### config.mk
export PLATFORM = sky130hd
export DESIGN_NAME = sampling_phase_pi_feedback
export DESIGN_NICKNAME = d
export VERILOG_FILES = /design/src/design/spf_pkg.sv /design/src/design/spf_queue.sv /design/src/design/spf_front.sv /design/src/design/spf_back.sv /design/src/design/sampling_phase_pi_feedback.sv
export SDC_FILE = /design/constraint.sdc
export NUM_CORES = 2
export LEC_CHECK = 0
export ABC_AREA = 1
export BUFFER_PORTS_ARGS = -buffer_cell sky130_fd_sc_hd__buf_4
export CAP_MARGIN = 40
export CORE_ASPECT_RATIO = 0.8
export CORE_MARGIN = 3
export CORE_UTILIZATION = 40
export DETAILED_ROUTE_END_ITERATION = 10
export GPL_TIMING_DRIVEN = 0
export PLACE_DENSITY_LB_ADDON = 0.2
export SLEW_MARGIN = 10
export SYNTH_ARGS = -nofsm -noshare
export SYNTH_HDL_FRONTEND = slang
export SYNTH_SLANG_ARGS = --single-unit
### constraint.sdc
create_clock -name aclk -period 10.75 [get_ports aclk]
set_input_delay 0 -clock aclk [delete_from_list [all_inputs] [get_ports aclk]]
set_output_delay 0 -clock aclk [all_outputs]
set_load 0.005 [all_outputs]
### src/design/spf_pkg.sv
package spf_pkg;

    // Phase angles are degrees in signed Q.10.
    localparam int HalfTurn = 184320;
    localparam int FullTurn = 368640;

    // Widths of the payload fields and of the working values.
    localparam int RawPhaseW = 20;
    localparam int PhaseW    = 19;
    localparam int ErrW      = 20;
    localparam int GainW     = 24;
    localparam int ProdW     = ErrW + GainW;
    localparam int DdsW      = 27;
    localparam int IdxW      = 10;
    localparam int CntW      = 11;
    localparam int AmpW      = 32;

    // The integrator is reduced modulo half a turn. Half a turn is 45 * 2^12, so the low
    // twelve bits pass through and only the upper part is reduced modulo 45.
    localparam int ModShift  = 12;
    localparam int ModBase   = 45;
    localparam int ModOffset = ModBase * 365;          // makes the upper part non-negative
    localparam int RecipW    = 17;
    localparam int RecipSh   = 22;
    localparam logic [RecipW-1:0] RecipMul = RecipW'((1 << RecipSh) / ModBase + 1);

    // Configuration register indexes.
    localparam int CfgIdxW = 3;
    localparam logic [CfgIdxW-1:0] RegEnable     = 3'd0;
    localparam logic [CfgIdxW-1:0] RegScanLength = 3'd1;
    localparam logic [CfgIdxW-1:0] RegRefPhase   = 3'd2;
    localparam logic [CfgIdxW-1:0] RegPropGain   = 3'd3;
    localparam logic [CfgIdxW-1:0] RegIntegGain  = 3'd4;
    localparam logic [CfgIdxW-1:0] RegAmpThresh  = 3'd5;

    typedef struct packed {
        logic                     enable;
        logic [CntW-1:0]          scan_length;
        logic signed [PhaseW-1:0] reference_phase;
        logic signed [GainW-1:0]  prop_gain;
        logic signed [GainW-1:0]  integ_gain;
        logic signed [AmpW-1:0]   amp_threshold;
    } spf_cfg_t;

    // One selected entry on its way from the front end to the arithmetic.
    typedef struct packed {
        logic signed [PhaseW-1:0] phase;
        logic [IdxW-1:0]          idx;
    } spf_entry_t;

endpackage

### src/design/spf_queue.sv
module spf_queue #(
    parameter int WIDTH = 29,
    parameter int DEPTH = 4
) (
    input  logic             aclk,
    input  logic             aresetn,
    input  logic             push_valid,
    output logic             push_ready,
    input  logic [WIDTH-1:0] push_data,
    output logic             pop_valid,
    input  logic             pop_ready,
    output logic [WIDTH-1:0] pop_data
);
    localparam int PtrW = (DEPTH > 1) ? $clog2(DEPTH) : 1;
    localparam int CntW = $clog2(DEPTH + 1);

    logic [WIDTH-1:0] mem_reg [DEPTH];
    logic [PtrW-1:0]  wr_ptr_reg, rd_ptr_reg;
    logic [CntW-1:0]  count_reg;
    logic             do_push, do_pop;

    assign push_ready = (count_reg != CntW'(DEPTH));
    assign pop_valid  = (count_reg != '0);
    assign pop_data   = mem_reg[rd_ptr_reg];
    assign do_push    = push_valid && push_ready;
    assign do_pop     = pop_valid && pop_ready;

    always_ff @(posedge aclk) begin
        if (do_push) begin
            mem_reg[wr_ptr_reg] <= push_data;
        end
    end

    always_ff @(posedge aclk) begin
        if (!aresetn) begin
            wr_ptr_reg <= '0;
            rd_ptr_reg <= '0;
            count_reg  <= '0;
        end else begin
            if (do_push) begin
                wr_ptr_reg <= (wr_ptr_reg == PtrW'(DEPTH - 1)) ? '0 : wr_ptr_reg + 1'b1;
            end
            if (do_pop) begin
                rd_ptr_reg <= (rd_ptr_reg == PtrW'(DEPTH - 1)) ? '0 : rd_ptr_reg + 1'b1;
            end
            if (do_push && !do_pop) begin
                count_reg <= count_reg + 1'b1;
            end else if (do_pop && !do_push) begin
                count_reg <= count_reg - 1'b1;
            end
        end
    end

endmodule

### src/design/spf_front.sv
module spf_front #(
    parameter int SCAN_DEPTH = 1024
) (
    input  logic                aclk,
    input  logic                aresetn,
    input  spf_pkg::spf_cfg_t   cfg,
    input  logic                s_valid,
    output logic                s_ready,
    input  logic                s_scan_start,
    input  logic signed [31:0]  s_amplitude,
    input  logic                s_amp_valid,
    input  logic signed [19:0]  s_raw_phase,
    output logic                q_valid,
    input  logic                q_ready,
    output spf_pkg::spf_entry_t q_entry
);
    import spf_pkg::*;

    localparam logic [CntW-1:0]       CntMax    = '1;
    localparam logic signed [RawPhaseW:0] HalfWide = (RawPhaseW + 1)'(HalfTurn);
    localparam logic signed [RawPhaseW:0] FullWide = (RawPhaseW + 1)'(FullTurn);

    logic [CntW-1:0]          cnt_reg, cnt_next, idx;
    logic                     done_reg, done_now, in_range, qualify, accept;
    logic signed [RawPhaseW:0] ph_wide, ph_wrap;

    assign s_ready = q_ready;
    assign accept  = s_valid && q_ready;

    always_comb begin
        idx      = s_scan_start ? '0 : cnt_reg;
        done_now = s_scan_start ? 1'b0 : done_reg;
        cnt_next = (idx != CntMax) ? idx + 1'b1 : idx;
        in_range = (idx < cfg.scan_length) && (int'(idx) < SCAN_DEPTH);
        qualify  = cfg.enable && !done_now && in_range && s_amp_valid
                   && (s_amplitude > cfg.amp_threshold);

        // A single wrap brings the whole input range into (-180, 180] degrees.
        ph_wide = (RawPhaseW + 1)'(s_raw_phase);
        if (ph_wide > HalfWide) begin
            ph_wrap = ph_wide - FullWide;
        end else if (ph_wide <= -HalfWide) begin
            ph_wrap = ph_wide + FullWide;
        end else begin
            ph_wrap = ph_wide;
        end
    end

    assign q_valid       = accept && qualify;
    assign q_entry.phase = ph_wrap[PhaseW-1:0];
    assign q_entry.idx   = idx[IdxW-1:0];

    always_ff @(posedge aclk) begin
        if (!aresetn) begin
            cnt_reg  <= '0;
            done_reg <= 1'b0;
        end else if (accept) begin
            cnt_reg  <= cnt_next;
            done_reg <= done_now || qualify;
        end
    end

endmodule

### src/design/spf_back.sv
module spf_back (
    input  logic                aclk,
    input  logic                aresetn,
    input  spf_pkg::spf_cfg_t   cfg,
    input  logic                integ_clear,
    input  logic                q_valid,
    output logic                q_ready,
    input  spf_pkg::spf_entry_t q_entry,
    output logic                m_valid,
    input  logic                m_ready,
    output logic signed [26:0]  m_sample_phase,
    output logic [9:0]          m_entry_used
);
    import spf_pkg::*;

    localparam int SumW = DdsW + 2;
    localparam logic signed [SumW-1:0]   DdsMax = SumW'((1 << (DdsW - 1)) - 1);
    localparam logic signed [SumW-1:0]   DdsMin = -SumW'(1 << (DdsW - 1));
    localparam logic signed [ErrW-1:0]   HalfErr = ErrW'(HalfTurn);
    localparam logic signed [PhaseW-1:0] HalfPh  = PhaseW'(HalfTurn);
    localparam int UpW  = DdsW - ModShift;   // upper part of the integral step
    localparam int YW   = UpW + 1;           // upper part after the offset, unsigned
    localparam int QW   = YW + RecipW - RecipSh;
    localparam int RemW = $clog2(ModBase);
    localparam int RW   = RemW + ModShift;   // integral step reduced modulo half a turn

    logic advance;
    logic v1_reg, v2_reg, v3_reg, v4_reg, v5_reg, v6_reg, out_valid_reg;

    logic signed [ErrW-1:0]   err1_reg;
    logic signed [ProdW-1:0]  prodp2_reg, prodi2_reg, prodp_next, prodi_next;
    logic signed [DdsW-1:0]   p3_reg, p4_reg, p5_reg, p6_reg;
    logic signed [DdsW-1:0]   x3_reg, x4_reg, x5_reg;
    logic [YW-1:0]            y3_reg, y4_reg, y_next;
    logic signed [YW:0]       y_sum;
    logic [ModShift-1:0]      xlow3_reg, xlow4_reg;
    logic [YW+RecipW-1:0]     qm4_reg;
    logic [YW-1:0]            q45, rem_full;
    logic [RW-1:0]            r5_reg, r_next;
    logic [IdxW-1:0]          idx1_reg, idx2_reg, idx3_reg, idx4_reg, idx5_reg, idx6_reg;
    logic [IdxW-1:0]          idx_out_reg;
    logic signed [PhaseW-1:0] integ_reg, ival6_reg, integ_next, m19;
    logic signed [ErrW-1:0]   s_sum, m_wide;
    logic signed [DdsW:0]     t_sum;
    logic signed [SumW-1:0]   dds_sum, dds_next;
    logic signed [DdsW-1:0]   dds_reg;

    // The whole pipeline moves one step whenever the output register can take a result.
    assign advance = !out_valid_reg || m_ready;
    assign q_ready = advance;

    always_comb begin
        prodp_next = err1_reg * cfg.prop_gain;
        prodi_next = err1_reg * cfg.integ_gain;

        // The integral step x floors into 27 bits; its upper part is made non-negative
        // by adding a multiple of 45 so that the modulo below works on unsigned values.
        y_sum  = (YW + 1)'(signed'(prodi2_reg[ProdW-2 -: UpW])) + (YW + 1)'(ModOffset);
        y_next = y_sum[YW-1:0];

        q45      = YW'(qm4_reg[YW+RecipW-1 -: QW]) * YW'(ModBase);
        rem_full = y4_reg - q45;
        r_next   = {rem_full[RemW-1:0], xlow4_reg};

        // Integrator loop: (I + x) truncated modulo half a turn. The floored residue
        // comes from I plus the reduced step; the sign of the full sum decides the
        // truncated form.
        s_sum = ErrW'(integ_reg) + ErrW'(signed'({1'b0, r5_reg}));
        if (s_sum < 0) begin
            m_wide = s_sum + HalfErr;
        end else if (s_sum >= HalfErr) begin
            m_wide = s_sum - HalfErr;
        end else begin
            m_wide = s_sum;
        end
        m19   = m_wide[PhaseW-1:0];
        t_sum = (DdsW + 1)'(x5_reg) + (DdsW + 1)'(integ_reg);
        integ_next = (t_sum[DdsW] && (m19 != '0)) ? m19 - HalfPh : m19;

        dds_sum = SumW'(p6_reg) + SumW'(ival6_reg) + SumW'(HalfTurn);
        if (dds_sum > DdsMax) begin
            dds_next = DdsMax;
        end else if (dds_sum < DdsMin) begin
            dds_next = DdsMin;
        end else begin
            dds_next = dds_sum;
        end
    end

    always_ff @(posedge aclk) begin
        if (advance) begin
            err1_reg    <= ErrW'(cfg.reference_phase) - ErrW'(q_entry.phase);
            idx1_reg    <= q_entry.idx;
            prodp2_reg  <= prodp_next;
            prodi2_reg  <= prodi_next;
            idx2_reg    <= idx1_reg;
            p3_reg      <= prodp2_reg[ProdW-2:16];
            x3_reg      <= prodi2_reg[ProdW-2:16];
            y3_reg      <= y_next;
            xlow3_reg   <= prodi2_reg[ModShift+15:16];
            idx3_reg    <= idx2_reg;
            qm4_reg     <= y3_reg * RecipMul;
            y4_reg      <= y3_reg;
            xlow4_reg   <= xlow3_reg;
            x4_reg      <= x3_reg;
            p4_reg      <= p3_reg;
            idx4_reg    <= idx3_reg;
            r5_reg      <= r_next;
            x5_reg      <= x4_reg;
            p5_reg      <= p4_reg;
            idx5_reg    <= idx4_reg;
            ival6_reg   <= integ_next;
            p6_reg      <= p5_reg;
            idx6_reg    <= idx5_reg;
            dds_reg     <= dds_next[DdsW-1:0];
            idx_out_reg <= idx6_reg;
        end
    end

    always_ff @(posedge aclk) begin
        if (!aresetn) begin
            v1_reg        <= 1'b0;
            v2_reg        <= 1'b0;
            v3_reg        <= 1'b0;
            v4_reg        <= 1'b0;
            v5_reg        <= 1'b0;
            v6_reg        <= 1'b0;
            out_valid_reg <= 1'b0;
            integ_reg     <= '0;
        end else begin
            if (advance) begin
                v1_reg        <= q_valid;
                v2_reg        <= v1_reg;
                v3_reg        <= v2_reg;
                v4_reg        <= v3_reg;
                v5_reg        <= v4_reg;
                v6_reg        <= v5_reg;
                out_valid_reg <= v6_reg;
            end
            if (integ_clear) begin
                integ_reg <= '0;
            end else if (advance && v5_reg) begin
                integ_reg <= integ_next;
            end
        end
    end

    assign m_valid        = out_valid_reg;
    assign m_sample_phase = dds_reg;
    assign m_entry_used   = idx_out_reg;

endmodule

### src/design/sampling_phase_pi_feedback.sv
// Sampling-phase PI feedback. The block takes the bunch entries of a scan one request at a
// time on the s_ channel; s_scan_start marks entry 0 of a new scan, and reset also starts a
// scan. Among the first min(scan_length, SCAN_DEPTH) entries, the first one with amp_valid
// set and an amplitude strictly above amp_threshold is used. Its phase (degrees, signed Q.10)
// is wrapped once into (-180, 180], the error against reference_phase drives a proportional
// term and an integrator (gains signed Q.16, products floored by 2^16, integrator truncated
// modulo 180 degrees), and P + I + 180 degrees leaves on the m_ channel as m_sample_phase
// together with the entry's index in m_entry_used. At most one result request comes out per
// scan. With enable low, every accepted entry clears the integrator and nothing is emitted.
// Throughput is one entry per clock cycle, sustained while the m_ channel does not stall,
// also when every entry produces a result. An accepted entry is written into the four-deep
// queue between the classifying front end and the arithmetic at the accepting edge, and the
// seven-stage pipeline behind it (error, two 20x24 multiplies, splitting of the integral
// step, a reciprocal multiply for the modulo-45 reduction, the remainder, the integrator
// update, and the output register) takes it from the queue. The integrator update is the
// only loop and closes in a single stage. A stalled m_ channel halts the arithmetic; the
// front end keeps accepting entries until the queue fills.
// Configuration is written through the cfg_ channel (always ready) while the block is idle.
// Indexes: 0 enable, 1 scan_length, 2 reference_phase, 3 prop_gain, 4 integ_gain,
// 5 amp_threshold; writes to other indexes are ignored.
module sampling_phase_pi_feedback #(
    parameter int SCAN_DEPTH  = 1024,
    parameter int QUEUE_DEPTH = 4
) (
    input  logic                aclk,
    input  logic                aresetn,
    input  logic                s_valid,
    output logic                s_ready,
    input  logic                s_scan_start,
    input  logic signed [31:0]  s_amplitude,
    input  logic                s_amp_valid,
    input  logic signed [19:0]  s_raw_phase,
    output logic                m_valid,
    input  logic                m_ready,
    output logic signed [26:0]  m_sample_phase,
    output logic [9:0]          m_entry_used,
    input  logic                cfg_valid,
    output logic                cfg_ready,
    input  logic [2:0]          cfg_index,
    input  logic [31:0]         cfg_data
);
    import spf_pkg::*;

    spf_cfg_t   cfg_reg;
    spf_entry_t push_entry, pop_entry;
    logic       push_valid, push_ready, pop_valid, pop_ready;
    logic       integ_clear;

    // The configuration port never stalls.
    assign cfg_ready = 1'b1;

    // Every entry accepted while the feedback is off clears the integrator; nothing is in the
    // arithmetic then, as the user must change configuration only while idle (not enforced).
    assign integ_clear = s_valid && s_ready && !cfg_reg.enable;

    always_ff @(posedge aclk) begin
        if (!aresetn) begin
            cfg_reg.enable          <= 1'b1;
            cfg_reg.scan_length     <= '0;
            cfg_reg.reference_phase <= '0;
            cfg_reg.prop_gain       <= GainW'(6554);
            cfg_reg.integ_gain      <= GainW'(65536);
            cfg_reg.amp_threshold   <= AmpW'(400);
        end else if (cfg_valid && cfg_ready) begin
            unique case (cfg_index)
                RegEnable:     cfg_reg.enable          <= cfg_data[0];
                RegScanLength: cfg_reg.scan_length     <= cfg_data[CntW-1:0];
                RegRefPhase:   cfg_reg.reference_phase <= cfg_data[PhaseW-1:0];
                RegPropGain:   cfg_reg.prop_gain       <= cfg_data[GainW-1:0];
                RegIntegGain:  cfg_reg.integ_gain      <= cfg_data[GainW-1:0];
                RegAmpThresh:  cfg_reg.amp_threshold   <= cfg_data[AmpW-1:0];
                default: begin
                end
            endcase
        end
    end

    // The front end tracks the scan position and forwards only the selected entry.
    spf_front #(
        .SCAN_DEPTH(SCAN_DEPTH)
    ) u_front (
        .aclk         (aclk),
        .aresetn      (aresetn),
        .cfg          (cfg_reg),
        .s_valid      (s_valid),
        .s_ready      (s_ready),
        .s_scan_start (s_scan_start),
        .s_amplitude  (s_amplitude),
        .s_amp_valid  (s_amp_valid),
        .s_raw_phase  (s_raw_phase),
        .q_valid      (push_valid),
        .q_ready      (push_ready),
        .q_entry      (push_entry)
    );

    // The queue lets the front end keep going while the output side is stalled.
    spf_queue #(
        .WIDTH($bits(spf_entry_t)),
        .DEPTH(QUEUE_DEPTH)
    ) u_queue (
        .aclk       (aclk),
        .aresetn    (aresetn),
        .push_valid (push_valid),
        .push_ready (push_ready),
        .push_data  (push_entry),
        .pop_valid  (pop_valid),
        .pop_ready  (pop_ready),
        .pop_data   (pop_entry)
    );

    // The back end runs the PI arithmetic and owns the integrator.
    spf_back u_back (
        .aclk           (aclk),
        .aresetn        (aresetn),
        .cfg            (cfg_reg),
        .integ_clear    (integ_clear),
        .q_valid        (pop_valid),
        .q_ready        (pop_ready),
        .q_entry        (pop_entry),
        .m_valid        (m_valid),
        .m_ready        (m_ready),
        .m_sample_phase (m_sample_phase),
        .m_entry_used   (m_entry_used)
    );

endmodule

Word level (Yosys, flattened, before mapping)
Memory sizes are Yosys's and may differ from the RTL's. A register that Yosys moved wholly into a read port is not among the register bits.
Index checks and enable logic that the tools add are counted.
{"block": "word_totals", "register_bits": 664, "latchBits": 0, "mem_bits_rw": 116, "romBits": 0, "out_inout_bits": 40, "memories": 1}
{"name": "u_queue.mem_reg", "words": 4, "width": 29, "read_ports": 1, "rd_clocked_by_memory_dff": 1, "write_ports": 1, "line_no": "spf_queue.sv:17", "text": "logic [WIDTH-1:0] mem_reg [DEPTH];"}
{"block": "classes", "add_sub_neg": 17, "n_mul": 4, "n_div": 0, "n_lt_le_gt_ge": 9, "n_eq_ne": 9, "shifts": 0, "mux": 17, "bitwise_logic": 1, "reduce_logical": 32}
{"operator": "two-way mux 19 bit", "count": 5}
{"operator": "multiplier 20 x 24 -> 43 bit", "count": 2}
{"operator": "subtractor 19 bit, second input constant", "count": 3}
{"operator": "adder 27 x 19 -> 28 bit", "count": 2}
{"operator": "adder 19 bit, second input constant", "count": 2}
{"operator": "multiplier 16 x 17 -> 33 bit, second input constant", "count": 1}
{"operator": "> comparator 32 bit", "count": 1}
{"operator": "adder 28 x 19 -> 29 bit, second input constant", "count": 1}
{"operator": "> comparator 29 x 27 -> 1 bit, second input constant", "count": 1}
{"operator": "< comparator 29 x 27 -> 1 bit, second input constant", "count": 1}
{"operator": "two-way mux 27 bit", "count": 1}
{"operator": "two-way mux 11 bit", "count": 2}
{"operator": "adder 19 x 19 -> 20 bit", "count": 1}
{"operator": ">= comparator 20 x 19 -> 1 bit, second input constant", "count": 1}
{"operator": "> comparator 20 x 19 -> 1 bit, second input constant", "count": 1}
{"operator": "<= comparator 20 x 19 -> 1 bit, second input constant", "count": 1}
{"operator": "< comparator 20 x 1 -> 1 bit, second input constant", "count": 1}
{"operator": "subtractor 19 x 19 -> 20 bit", "count": 1}
{"operator": "nonzero test 19 bit", "count": 1}
{"operator": "adder 15 x 16 -> 16 bit, second input constant", "count": 1}
{"operator": "logical AND 1 bit", "count": 14}
{"operator": "AND reduction 2 bit", "count": 6}
{"operator": "adder 11 x 1 -> 11 bit, second input constant", "count": 1}
{"operator": "< comparator 11 bit", "count": 1}
{"operator": "22 further kinds", "count": 37}

Longest topological paths before layout
{"block": "depth", "word_depth": 12, "depth_mapped": 33, "ltp_nobuf": 32}

By module
From an unflattened synthesis, not the netlist that was laid out.
{"block": "unflattened", "cells_unflattened": 7684, "hier_area_um2": 70106.0}
{"mod": "spf_back", "n_inst": 1, "cells_each": 6306, "area_per_inst_um2": 58140.8}
{"mod": "spf_queue", "n_inst": 1, "cells_each": 351, "area_per_inst_um2": 5103.6}
{"mod": "sampling_phase_pi_feedback", "n_inst": 1, "cells_each": 641, "area_per_inst_um2": 4438.0}
{"mod": "spf_front", "n_inst": 1, "cells_each": 386, "area_per_inst_um2": 2423.6}

Worst setup path after synthesis
OpenSTA, ideal clock, no wires.
{"block": "synth_path", "kind": "reg2reg", "startpoint": "reg u_back.out_valid_reg (netlist: u_back.m_valid)", "endpoint": "reg u_back.integ_reg[3]", "t_arrival_ns": 10.197, "t_required_ns": 10.634, "slack_ns": 0.437, "path_stages_with_launch": 10, "path_buffers": 1, "path_cell_list": "dfxtp_1 -> inv_1 -> nor2_1 -> inv_1 -> nand2_1 -> inv_2 -> clkbuf_1 -> nand2_1 -> o211ai_1 -> inv_1"}
{"block": "synth_via", "elab_chain_cells": 3}
{"item": "from (decl)", "line_no": "spf_back.sv:28", "text": "logic v1_reg, v2_reg, v3_reg, v4_reg, v5_reg, v6_reg, out_valid_reg;"}
{"item": "from (signal assigned)", "line_no": "spf_back.sv:138", "text": "out_valid_reg <= v6_reg;"}
{"item": "zero test 1 bit", "line_no": "spf_back.sv:49", "text": "assign advance = !out_valid_reg || m_ready;"}
{"item": "logical OR 1 bit", "line_no": "spf_back.sv:49"}
{"item": "logical AND 1 bit", "line_no": "spf_back.sv:142", "text": "end else if (advance && v5_reg) begin"}
{"item": "to (signal assigned)", "line_no": "spf_back.sv:143", "text": "integ_reg <= integ_next;"}
{"item": "to (decl)", "line_no": "spf_back.sv:42", "text": "logic signed [PhaseW-1:0] integ_reg, ival6_reg, integ_next, m19;"}
Every way passes these cells.
A chain may end at the register's enable or synchronous reset.

Final worst setup path
{"block": "layout_path", "startpoint": "reg u_back.err1_reg[16]", "endpoint": "reg u_back.prodp2_reg[39] (data pin)"}
{"block": "layout_via", "elab_chain_cells": 1}
{"item": "from (decl)", "line_no": "spf_back.sv:30", "text": "logic signed [ErrW-1:0] err1_reg;"}
{"item": "from (signal assigned)", "line_no": "spf_back.sv:92", "text": "err1_reg <= ErrW'(cfg.reference_phase) - ErrW'(q_entry.phase);"}
{"item": "multiplier 20 x 24 -> 43 bit", "line_no": "spf_back.sv:53", "text": "prodp_next = err1_reg * cfg.prop_gain;"}
{"item": "net u_back.prodp_next[39]", "line_no": "spf_back.sv:31", "text": "logic signed [ProdW-1:0] prodp2_reg, prodi2_reg, prodp_next, prodi_next;"}
{"item": "to (signal assigned)", "line_no": "spf_back.sv:94", "text": "prodp2_reg <= prodp_next;"}
{"item": "to (decl)", "line_no": "spf_back.sv:31"}
The timed path passes the listed nets, and every way through them passes these cells.

==> run summary <==
The die extent in x came out at 468 µm. The flip-flop count of the largest register, all copies and words added is 116. The port buffer count came out at 130. Relative to the synthesized area, the layout overhead comes to 11.7%. Setup repair after global routing left no endpoint under its margin.

In this run the clock root is driven by a sky130_fd_sc_hd__clkbuf_16. The overall routing resource usage is 23.6%. The maximum operating frequency came out at ~120 MHz. The routed wire length on met2 is 85,100 µm.

The synthesized design spends more area on one cell type than any other, namely sky130_fd_sc_hd__fa_1. For this run, asynchronously set or reset flops after synthesis account for 0%. The first-pass GRT wire length is around 310,000 µm.

The last weighted congestion value of the routability-driven placer is between 0.9 and 1. The initial core utilization came out at 40.3%. The post-detailed-route via-to-cell ratio came out at 4.95. The number of buffers inserted by post-CTS setup repair came out at 0. The layout cell share with drive strength beyond 1 came out at 4.98%. The clock reaches the later pin of the worst-skew pair after 710 ps. TritonCTS built the clock tree. The count of max-cap constraint violations is 0. The element type at the critical path end is a flop. The synthesized netlist contains 62 unique library cells. The synthesized cell area came out at 68,400 µm². For this run, the number of Yosys warnings is 0. The average detailed-routed wire length per instance came out at 20.2 µm. The count of instances resized after the clock tree is built is 0. The actual transition at the worst max-transition pin is 930 ps.

The final worst-path setup slack is 2210 ps. The clock edge transition at the registers on the reported setup and hold paths came out at 60 ps. The fraction of post-synthesis cell area in the top cell type by area is 30.8%. For the worst setup path, the data required time is 11,250 ps.

The count of hold buffers inserted by post-cts repair came out at 72. The slowest stage cell on the critical path is sky130_fd_sc_hd__clkbuf_1. The H-tree depth reported by CTS came out at 3.

The synthesized flop and latch total came out at slightly below 700. The kind of start point of the critical path is a flop. The final count of pins violating max slew is 0. The HPWL after detailed placement is ~170,000 µm. The final critical-path required period came out at about 8500 ps. The worst slew margin relative to its limit came out at a little under two fifths. The final cell area excluding filler cells came out at 76,400 µm². The arrival time of data at the critical path endpoint is 9040 ps. The fill cell instance count of the final layout is 16,500.

In the final design database the tool counted approximately 9,400 nets. The aggregate routed wire length is slightly above 200,000 µm. The number of sinks driven by the clock tree came out at between 600 and 700.

The I/O pin count came out at 134. The overall overflow remaining after global route came out at 0. The most numerous cell type found on the critical path is sky130_fd_sc_hd__fa_1. The first routing iteration left 4,267 violations. The number of standard-cell rows in the floorplan is between 100 and 150. The clock tree buffer depth came out at 3. Setup violations remaining at the end of the flow were counted as 0. The area of the die came out at about 180,000 µm². The number of clock buffers inserted by TritonCTS is 77. At the placement stage, the worst setup path has a slack of approximately 2400 ps.

In the post-synthesis netlist, the biggest area contributors are sky130_fd_sc_hd__fa_1 (31%), sky130_fd_sc_hd__edfxtp_1 (23%), sky130_fd_sc_hd__inv_1 (11%). The largest net degree at the start of global routing came out at approximately 120. The net count of the mapped netlist came out at 9,013.

The count of TritonRoute iterations in the first routing pass is 6. The initial antenna violation count came out at 9. The worst clock skew is approximately 63 ps. The maximum cell stage delay along the critical path is 600 ps. In this run the top signal layer used is met5. In this run the worst hold path is classified as primary input to flop.

Counting flops with a built-in enable in the synthesized netlist gives roughly 530. Along the worst path, the maximum fanout reaches 10. The post-route met1 wirelength came out at 92,200 µm. After technology mapping, the gate count stands at 7,355.

The length of routed met3 wiring came out at 18,200 µm. Measured in cells, the most critical reg-to-reg path has a length of 26. The critical path start-end classification is flop to flop.

The final cycle utilization of the critical path is 79.4%. The placed cell area came out at 73,200 µm². The average instance in the mapped netlist occupies ~9.3 µm². The number of remaining DRC errors came out at 0. The number of hold-slack violations in the final timing report is 0.

The proportion of synthesized chip area in sequential cells is 27.9%. The remaining antenna violation count is 0. The height of the die is ~380 µm.

The total number of vias is roughly 50,000. For this run, the leading register cell type out of synthesis is sky130_fd_sc_hd__edfxtp_1. The placeable core region came out at 170,000 µm². The flow ran to the end, and the final reports show no timing, DRC or antenna violations. The worst hold path was traced through 2 stages. The via count of the first global-routing pass is 51,300.
-- cells in the final DEF (no fill, tap or decap), types with 14 or more instances in the layout --
cell type and n:
sky130_fd_sc_hd__fa_1 1053, sky130_fd_sc_hd__o22ai_1 15, sky130_fd_sc_hd__xnor2_1 75, sky130_fd_sc_hd__dfxtp_1 158, sky130_fd_sc_hd__o21ai_0 249, sky130_fd_sc_hd__a21oi_1 287, sky130_fd_sc_hd__clkbuf_1 223, sky130_fd_sc_hd__o211ai_1 19
sky130_fd_sc_hd__nor3_1 35, sky130_fd_sc_hd__buf_4 135, sky130_fd_sc_hd__dlygate4sd3_1 72, sky130_fd_sc_hd__ha_1 511, sky130_fd_sc_hd__edfxtp_1 529, sky130_fd_sc_hd__a31oi_1 21, sky130_fd_sc_hd__clkbuf_16 77, sky130_fd_sc_hd__nand4_1 25
sky130_fd_sc_hd__inv_1 2006, sky130_fd_sc_hd__nor2_1 354, sky130_fd_sc_hd__buf_8 33, sky130_fd_sc_hd__xor2_1 112, sky130_fd_sc_hd__nand3_1 94, sky130_fd_sc_hd__buf_1 38, sky130_fd_sc_hd__a32o_1 18, sky130_fd_sc_hd__buf_6 24
sky130_fd_sc_hd__clkinv_2 14, sky130_fd_sc_hd__nand2_1 1379
-- per-stage QoR --
step	util, %	instances	TNS [ps]	hold slack (ps)
2_1_floorplan	-	7355	0	98.9
3_3_place_gp	42.6	9745	-1061490	212
3_5_place_dp	43.1	9812	0	213
4_1_cts	45.0	10000	0	7.83
5_1_grt	45.0	10000	0	45.8
6_report	45.0	10000	0	46.9
-- cells by family (layout without fill, tap and decap cells) --
family | count (synthesis) | in the layout | synth area share [%]
buf+inv | 2274 | 2683 | 12.5
simple gates | 1948 | 1948 | 11.3
fa+ha+maj | 1564 | 1564 | 40.2
compound gates | 693 | 693 | 5.72
flops | 687 | 687 | 27.9
xor+xnor | 188 | 188 | 2.42
other cells | 1 | 4 | 0.00549
-- synth_stat cells, types with 11 or more instances --
cell                       instances
sky130_fd_sc_hd__nor2_1          359
sky130_fd_sc_hd__a32o_1           18
sky130_fd_sc_hd__xor2_1          112
sky130_fd_sc_hd__ha_1            511
sky130_fd_sc_hd__nand4_1          25
sky130_fd_sc_hd__inv_1          2007
sky130_fd_sc_hd__clkbuf_1        215
sky130_fd_sc_hd__a211oi_1         11
sky130_fd_sc_hd__fa_1           1053
sky130_fd_sc_hd__o21a_1           12
sky130_fd_sc_hd__o22ai_1          15
sky130_fd_sc_hd__buf_1            38
sky130_fd_sc_hd__nand2_2          12
sky130_fd_sc_hd__a21oi_1         287
sky130_fd_sc_hd__nor3_1           35
sky130_fd_sc_hd__nand2_1        1379
sky130_fd_sc_hd__nand3_1          94
sky130_fd_sc_hd__o211ai_1         19
sky130_fd_sc_hd__nor4_1           12
sky130_fd_sc_hd__a31oi_1          21
sky130_fd_sc_hd__o21ai_0         250
sky130_fd_sc_hd__xnor2_1          75
sky130_fd_sc_hd__dfxtp_1         158
sky130_fd_sc_hd__edfxtp_1        529
-- layout make-up --
type | count | area [µm²] | share of cell area, %
buffer | 259 | 997 | 1.31
sequential | 687 | 19000 | 24.9
multi-input combinational | 4394 | 40800 | 53.4
timing repair buffer | 270 | 2650 | 3.47
tap | 2260 | 2830 | 3.70
clock buffer | 98 | 2040 | 2.67
inverter | 2015 | 7570 | 9.91
clock inverter | 41 | 414 | 0.542
antenna | 3 | 7.51 | 0.00983
-- worst max-delay path, delay by kind of cell (launching register included) --
family | cells | cell delay (ps)
buf+inv | 7 | 1600
flops | 1 | 550
compound gates | 3 | 900
xor+xnor | 1 | 250
simple gates | 7 | 1090
fa+ha+maj | 8 | 3930
-- worst paths after layout --
check                           startpoint  slack (ps)                               end
max          u_back.err1_reg[16]$_DFFE_PN_        2210   u_back.prodp2_reg[39]$_DFFE_PN_
min                        s_raw_phase[11]          50  u_queue.mem_reg[3][21]$_DFFE_PP_
max reg2reg  u_back.err1_reg[16]$_DFFE_PN_        2210   u_back.prodp2_reg[39]$_DFFE_PN_
min reg2reg   u_back.idx1_reg[7]$_DFFE_PN_         400      u_back.idx2_reg[7]$_DFFE_PN_
-- routing by layer --
metal,GRT usage [%],vias to the layer above
li1,-,22800
met5,0,-
met3,5.20,312
met4,7.73,2
met1,34.5,24800
met2,34.7,1711
Power is left out: the tool's default activity adds up to more than one toggle a clock period on the data nets, which glitch-free logic cannot reach.
